--- src/rtl/fsd_pkg.sv ---
// shared types and constants for the float to scaled decimal converter
package fsd_pkg;

    // datapath width: holds V * 10^7 and the shifted divisor, both below 2^269
    localparam int DP_W       = 270;
    localparam int FRAC_SHIFT = 149;
    localparam int COEF_W     = 96;
    localparam int MANT_W     = 24;
    localparam int SCALE_W    = 5;

    localparam logic [SCALE_W-1:0] MAX_SCALE  = 5'd28;
    localparam logic [SCALE_W-1:0] MAX_DECADE = 5'd29;
    localparam logic [7:0]         EXP_SPECIAL = 8'd255;
    // biased exponents from here up are at or above 2^96
    localparam logic [7:0]         EXP_TOO_BIG = 8'd223;

    localparam logic [MANT_W-1:0] TEN_MILLION = 24'd10000000;
    localparam logic [MANT_W-1:0] ONE_MILLION = 24'd1000000;

    localparam logic [DP_W-1:0] ONE_FIX   = DP_W'(1) << FRAC_SHIFT;
    // 999999.5 in the fixed-point domain
    localparam logic [DP_W-1:0] SMALL_THR = DP_W'(21'd1999999) << (FRAC_SHIFT - 1);

    typedef enum logic {
        ALU_ADD,
        ALU_SUB
    } alu_op_t;

    typedef struct packed {
        logic ge;    // a >= b on a subtract
        logic zero;  // result is zero
    } alu_flags_t;

endpackage

--- src/rtl/fsd_alu.sv ---
// wide shared adder / subtractor with compare flags
module fsd_alu
    import fsd_pkg::*;
(
    input  alu_op_t          op,
    input  logic [DP_W-1:0]  a,
    input  logic [DP_W-1:0]  b,
    output logic [DP_W-1:0]  res,
    output alu_flags_t       flags
);

    logic [DP_W:0] sum;
    logic [DP_W-1:0] b_in;

    assign b_in = (op == ALU_SUB) ? ~b : b;
    assign sum  = {1'b0, a} + {1'b0, b_in} + {{DP_W{1'b0}}, (op == ALU_SUB)};
    assign res  = sum[DP_W-1:0];

    always_comb
    begin
        flags.ge   = sum[DP_W];
        flags.zero = (sum[DP_W-1:0] == '0);
    end

endmodule

--- config.mk ---
export PLATFORM = sky130hd
export DESIGN_NAME = fsd_alu
export DESIGN_NICKNAME = d
export VERILOG_FILES = /design/src/rtl/fsd_pkg.sv /design/src/rtl/fsd_alu.sv
export SDC_FILE = /design/constraint.sdc
export NUM_CORES = 1
export LEC_CHECK = 0
export ABC_AREA = 1
export BUFFER_PORTS_ARGS = -buffer_cell sky130_fd_sc_hd__buf_2
export CORE_ASPECT_RATIO = 1.25
export CORE_MARGIN = 3
export CORE_UTILIZATION = 30
export DETAILED_ROUTE_END_ITERATION = 8
export GPL_TIMING_DRIVEN = 1
export MAX_ROUTING_LAYER = met4
export PLACE_DENSITY = 0.58
export SLEW_MARGIN = 25
export SYNTH_ARGS = -nofsm -noshare
export SYNTH_HDL_FRONTEND = slang
export SYNTH_SLANG_ARGS = --single-unit
--- constraint.sdc ---
create_clock -name vclk -period 5.9
set_clock_uncertainty 0.15 [all_clocks]
set_input_delay 1.18 -clock vclk [all_inputs]
set_output_delay 1.18 -clock vclk [all_outputs]
set_load 0.02 [all_outputs]
==> impl_metrics.csv, run 1 <==
group,metric,value,unit
outcome,outcome,"did not finish",
outcome,failing_step,"5_1_grt",
outcome,firstError,"[ERROR GRT-0116] Global routing finished with congestion. Check the congestion regions in the DRC Viewer.",
yosys,synth_xor_area_share,6.976,%
floorplan,num_rows,145,
global_route,first_global_vias,74080,
yosys,synth_compound_area_share,7.467,%
yosys,ys_seq_area_share,0,%
yosys,synth.net_count,9108,
yosys,synthMuxAreaShare,0,%
placed_design,gp_congestion,1.285,
global_route,grt_overflow,461,
floorplan,fp.dieH,403.5,um
yosys,synthSimpleGateAreaFrac,55.24,%
placed_design,io_buffers,813,
floorplan,start_util,30.29,%
yosys,avgSynthCellArea,4.588,um^2
global_route,track_usage,71.23,%
yosys,synthAdderAreaFrac,9.985,%
global_route,grt_max_degree,16,
floorplan,die_w,324.0,um
global_route,grt_pass1_wl,645.5,mm
floorplan,io_pins,813,
yosys,yosysUniqueCellTypes,43,
yosys,syn-cell-area,0.03792,mm^2
placed_design,dp_cells,12960,
yosys,synth_top_family_by_area,"simple AND/OR/NAND/NOR gates",
yosys,synthesis.instances,8265,
placed_design,hpwl,337.5,mm
yosys,ys_warn_count,0,
## cell families after synthesis
group,count (synthesis)
XOR/XNOR,302
buffers and inverters,2053
AO/OA/AOI/OAI,532
AND/OR/NAND/NOR,5076
adder cells (fa/ha/maj),302
## synth_stat cells, types with 2 or more instances
cell / count / area share [%]
nand3b_1: 65 / 1.3
nand4_1: 61 / 1.0
and2_1: 16 / 0.26
xor2_1: 294 / 6.8
a31oi_1: 2 / 0.033
a21boi_0: 2 / 0.040
a21oi_2: 2 / 0.046
nand3_1: 287 / 3.8
nor4_1: 13 / 0.21
nand3_2: 26 / 0.69
nor3_4: 3 / 0.13
o21bai_1: 45 / 0.89
nor4_2: 5 / 0.16
nor2_1: 880 / 8.7
a21oi_1: 332 / 4.4
nor3_2: 37 / 0.98
inv_2: 103 / 1.0
o211ai_1: 2 / 0.040
clkinv_1: 11 / 0.11
inv_1: 1909 / 19
a21o_1: 6 / 0.12
nand2_1: 3444 / 34
nand2_2: 61 / 1.0
nor2_4: 13 / 0.39
o21ai_0: 131 / 1.7
nor2_2: 103 / 1.7
ha_1: 301 / 9.9
xnor2_1: 8 / 0.18
o21ai_1: 2 / 0.026
nor3_1: 59 / 0.78
clkbuf_1: 9 / 0.089
o21a_1: 3 / 0.059
buf_1: 20 / 0.20
## per-layer routing
| metal | overflow | GRT usage (%) |
|---|---|---|
| met1 | 1 | 72.05 |
| met2 | 290 | 88.80 |
| met3 | 3 | 43.88 |
| met4 | 167 | 75.16 |
| met5 | - | - |
## through the flow
| step | setup slack (ns) | hold slack (ns) | utilization (%) | TNS [ns] | instance area [um^2] |
|---|---|---|---|---|---|
| 3_3_place_gp | -2.654 | 2.713 | 49.85 | -56.86 | 62400 |
| 3_5_place_dp | -2.611 | 2.712 | 49.85 | -58.77 | 62400 |
| 4_1_cts | -0.9101 | 2.715 | 54.28 | -5.579 | 67950 |
| 2_1_floorplan | 0.04221 | 2.404 | - | 0 | 37920 |
## what timing repair did
action | CTS
endpoints found under the hold margin | 0
setup buffers | 53
hold buffers | 0
pin swaps | 124
gates cloned | 5
endpoints found under the setup margin | 173
gates resized for setup | 1281
==> inputs of run 2 (changes only) <==
--- a/config.mk
+++ b/config.mk
@@ -7,13 +7,11 @@
 export LEC_CHECK = 0
 export ABC_AREA = 1
 export BUFFER_PORTS_ARGS = -buffer_cell sky130_fd_sc_hd__buf_2
-export CORE_ASPECT_RATIO = 1.25
 export CORE_MARGIN = 3
-export CORE_UTILIZATION = 30
+export CORE_UTILIZATION = 20
 export DETAILED_ROUTE_END_ITERATION = 8
 export GPL_TIMING_DRIVEN = 1
-export MAX_ROUTING_LAYER = met4
-export PLACE_DENSITY = 0.58
+export PLACE_DENSITY_LB_ADDON = 0.15
 export SLEW_MARGIN = 25
 export SYNTH_ARGS = -nofsm -noshare
 export SYNTH_HDL_FRONTEND = slang
==> run 2 against run 1 <==
  * Synthesized cell count did not move
  * The flow now finishes, with violations (setup timing)
  * Area after synthesis did not move
==> impl_metrics.csv, run 2 <==
group,metric,value,unit
outcome,outcome,"complete, but fails checks",
outcome,violations,"setup timing",
sta,fmax,0.1500,GHz
yosys,synth_area_leaders,"nand2_1 34%, inv_1 19%, ha_1 9.9%",
yosys,yosysUniqueCellTypes,43,
yosys,synth.most_common_cell,"nand2_1",
placed_design,gp_congestion,1.153,
clocking,cts_hold_buf,0,
global_route,grt_overflow,0,
setup_path,end_kind,"primary output",
placed_design,placed_area,0.06597,mm^2
routing,routed-via-count,66960,
setup_path,startpoint_type,"input pin",
routing,dr.pass1.iters,8,
setup_path,cp_common_cell,"nand2_1",
global_route,antenna_found_initial,42,
yosys,yosys.area.top_type,"nand2_1",
finish,fill_cells,21060,
sta,worst_pin_slew,0.5393,ns
yosys,avgSynthCellArea,4.588,um^2
global_route,grt_max_degree,16,
finish,finalNetCount,12680,
finish,mostFrequentLayoutCell,"nand2_1",
routing,postRouteAntennaNets,0,
sta,setup_viol,36,
setup_path,critical_path_buf_inv_count,9,
pwr,peakVddDrop,0.0001254,V
yosys,synth_top_area_share,34.09,%
floorplan,die_area,0.1949,mm^2
placed_design,hpwl,366.0,mm
pwr,p_total,16.11,mW
run,maxCapViolations,0,
routing,route.detailed.drc,0,
sta,maxSlewHeadroom,64.01,%
floorplan,start_util,20.15,%
finish,nClkBuffers,0,
finish,seq_cells,0,
floorplan,fp.dieH,441.4,um
setup_path,worstPathArrival,5.33,ns
worst_hold_path,hp-class,"in2out",
global_route,grt_pass1_wl,503.7,mm
sta,period_minus_slack,6.665,ns
yosys,ys_seq_area_share,0,%
routing,finalWirelength,397.7,mm
finish,regArea,0,um^2
placed_design,io_buffers,813,
finish,syn2layout_area_growth,113.5,%
finish,final_cell_mix,"2505 x nand2_1, 2496 x buf_4, 1781 x inv_1",
setup_path,crit_fanout,7,
sta,rsz0062_at_grt,"yes",
yosys,synthesis.instances,8265,
sta,setup_slack,-0.7646,ns
yosys,synth.net_count,9108,
routing,drt_iter0_markers,6899,
pwr,p_leak,44.57,nW
setup_path,cp_top_family,"simple AND/OR/NAND/NOR gates",
routing,avgViaCountPerCell,4.670,
floorplan,die_w,441.4,um
floorplan,num_rows,159,
pwr,p_per_area,199.0,mW/mm^2
floorplan,core,0.1882,mm^2
sta,drv_slew,0,
setup_path,slowest_delay,0.40,ns
routing,wl_per_cell,27.74,um
global_route,track_usage,38.31,%
sta,hold_viol_final,0,
yosys,syn-cell-area,0.03792,mm^2
finish,fin_area,0.08094,mm^2
yosys,synthTopCellsByCount,"3444 x nand2_1, 1909 x inv_1, 880 x nor2_1",
yosys,ys_warn_count,0,
setup_path,crit_required,4.57,ns
global_route,first_global_vias,61110,
sta,post-route-period-util,113.0,%
setup_path,crit_type,"in2out",
finish,drive_gt1_share,52.43,%
setup_path,crit_slowest_cell,"ha_2",
floorplan,io_pins,813,
run 2: final cells by class:
class,count,area [um^2],share of cell area (%)
multi-input combinational,6212,42120,52.04
timing repair buffer,3598,28030,34.63
tap,2495,3122,3.857
inverter,2023,7639,9.437
antenna,11,27.53,0.03401
run 2: per-stage QoR:
step | worst slack (ns) | cells | util [%] | hold WS, ns | TNS, ns
6_report | -0.7646 | 14340 | 43.01 | 2.607 | -4.216
5_1_grt | -0.8408 | 14340 | 43.00 | 2.640 | -8.512
4_1_cts | -0.9792 | 14190 | 37.38 | 2.606 | -11.07
3_5_place_dp | -2.453 | 14150 | 35.05 | 2.604 | -74.06
3_3_place_gp | -2.646 | 14150 | 35.05 | 2.600 | -76.66
2_1_floorplan | 0.04221 | 8265 | - | 2.404 | 0
run 2: layer usage:
metal / share of wire, % / track usage, % / wire length, um / vias up
met2: 40 / 54.98 / 158800 / 2741
li1: - / - / - / 31470
met4: 4.9 / 13.19 / 19400 / 16
met3: 9.5 / 6.960 / 37930 / 436
met1: 46 / 56.39 / 181500 / 32290
met5: 0.023 / 0 / 93 / -
run 2: repair_timing:
| action | CTS | global route |
|---|---|---|
| resized for setup | 1059 | 2406 |
| setup buffers | 30 | 147 |
| gates cloned | 4 | 13 |
| setup endpoints to repair | 186 | 185 |
| pin swaps | 103 | 610 |
run 2: path summary, 6_finish.rpt:
kind	startpoint	end	slack, ns	depth (start not counted)
max	op	flags[0]	-0.76	28
min	a[0]	res[0]	2.61	4
run 2: logic make-up (layout without fill, tap and decap cells):
group	after synthesis	in the layout	synth area share, %
xor+xnor	302	302	6.976
buf+inv	2053	5621	20.33
simple gates	5076	5076	55.24
compound gates	532	532	7.467
other cells	0	11	0
fa+ha+maj	302	302	9.985
run 2: worst min-delay path: cells and delay by family:
kind	cells	cell delay, ns
buffers and inverters	3	0.31
XOR/XNOR	1	0.09
run 2: report_power, final:
| group | switching [mW] | total [mW] | internal, mW |
|---|---|---|---|
| registers | 0 | 0 | 0 |
| clock network | 0 | 0.000000433 | 0.000000433 |
| logic | 9.75 | 16.1 | 6.36 |
Note: power is estimated with default switching activity, not from simulation.
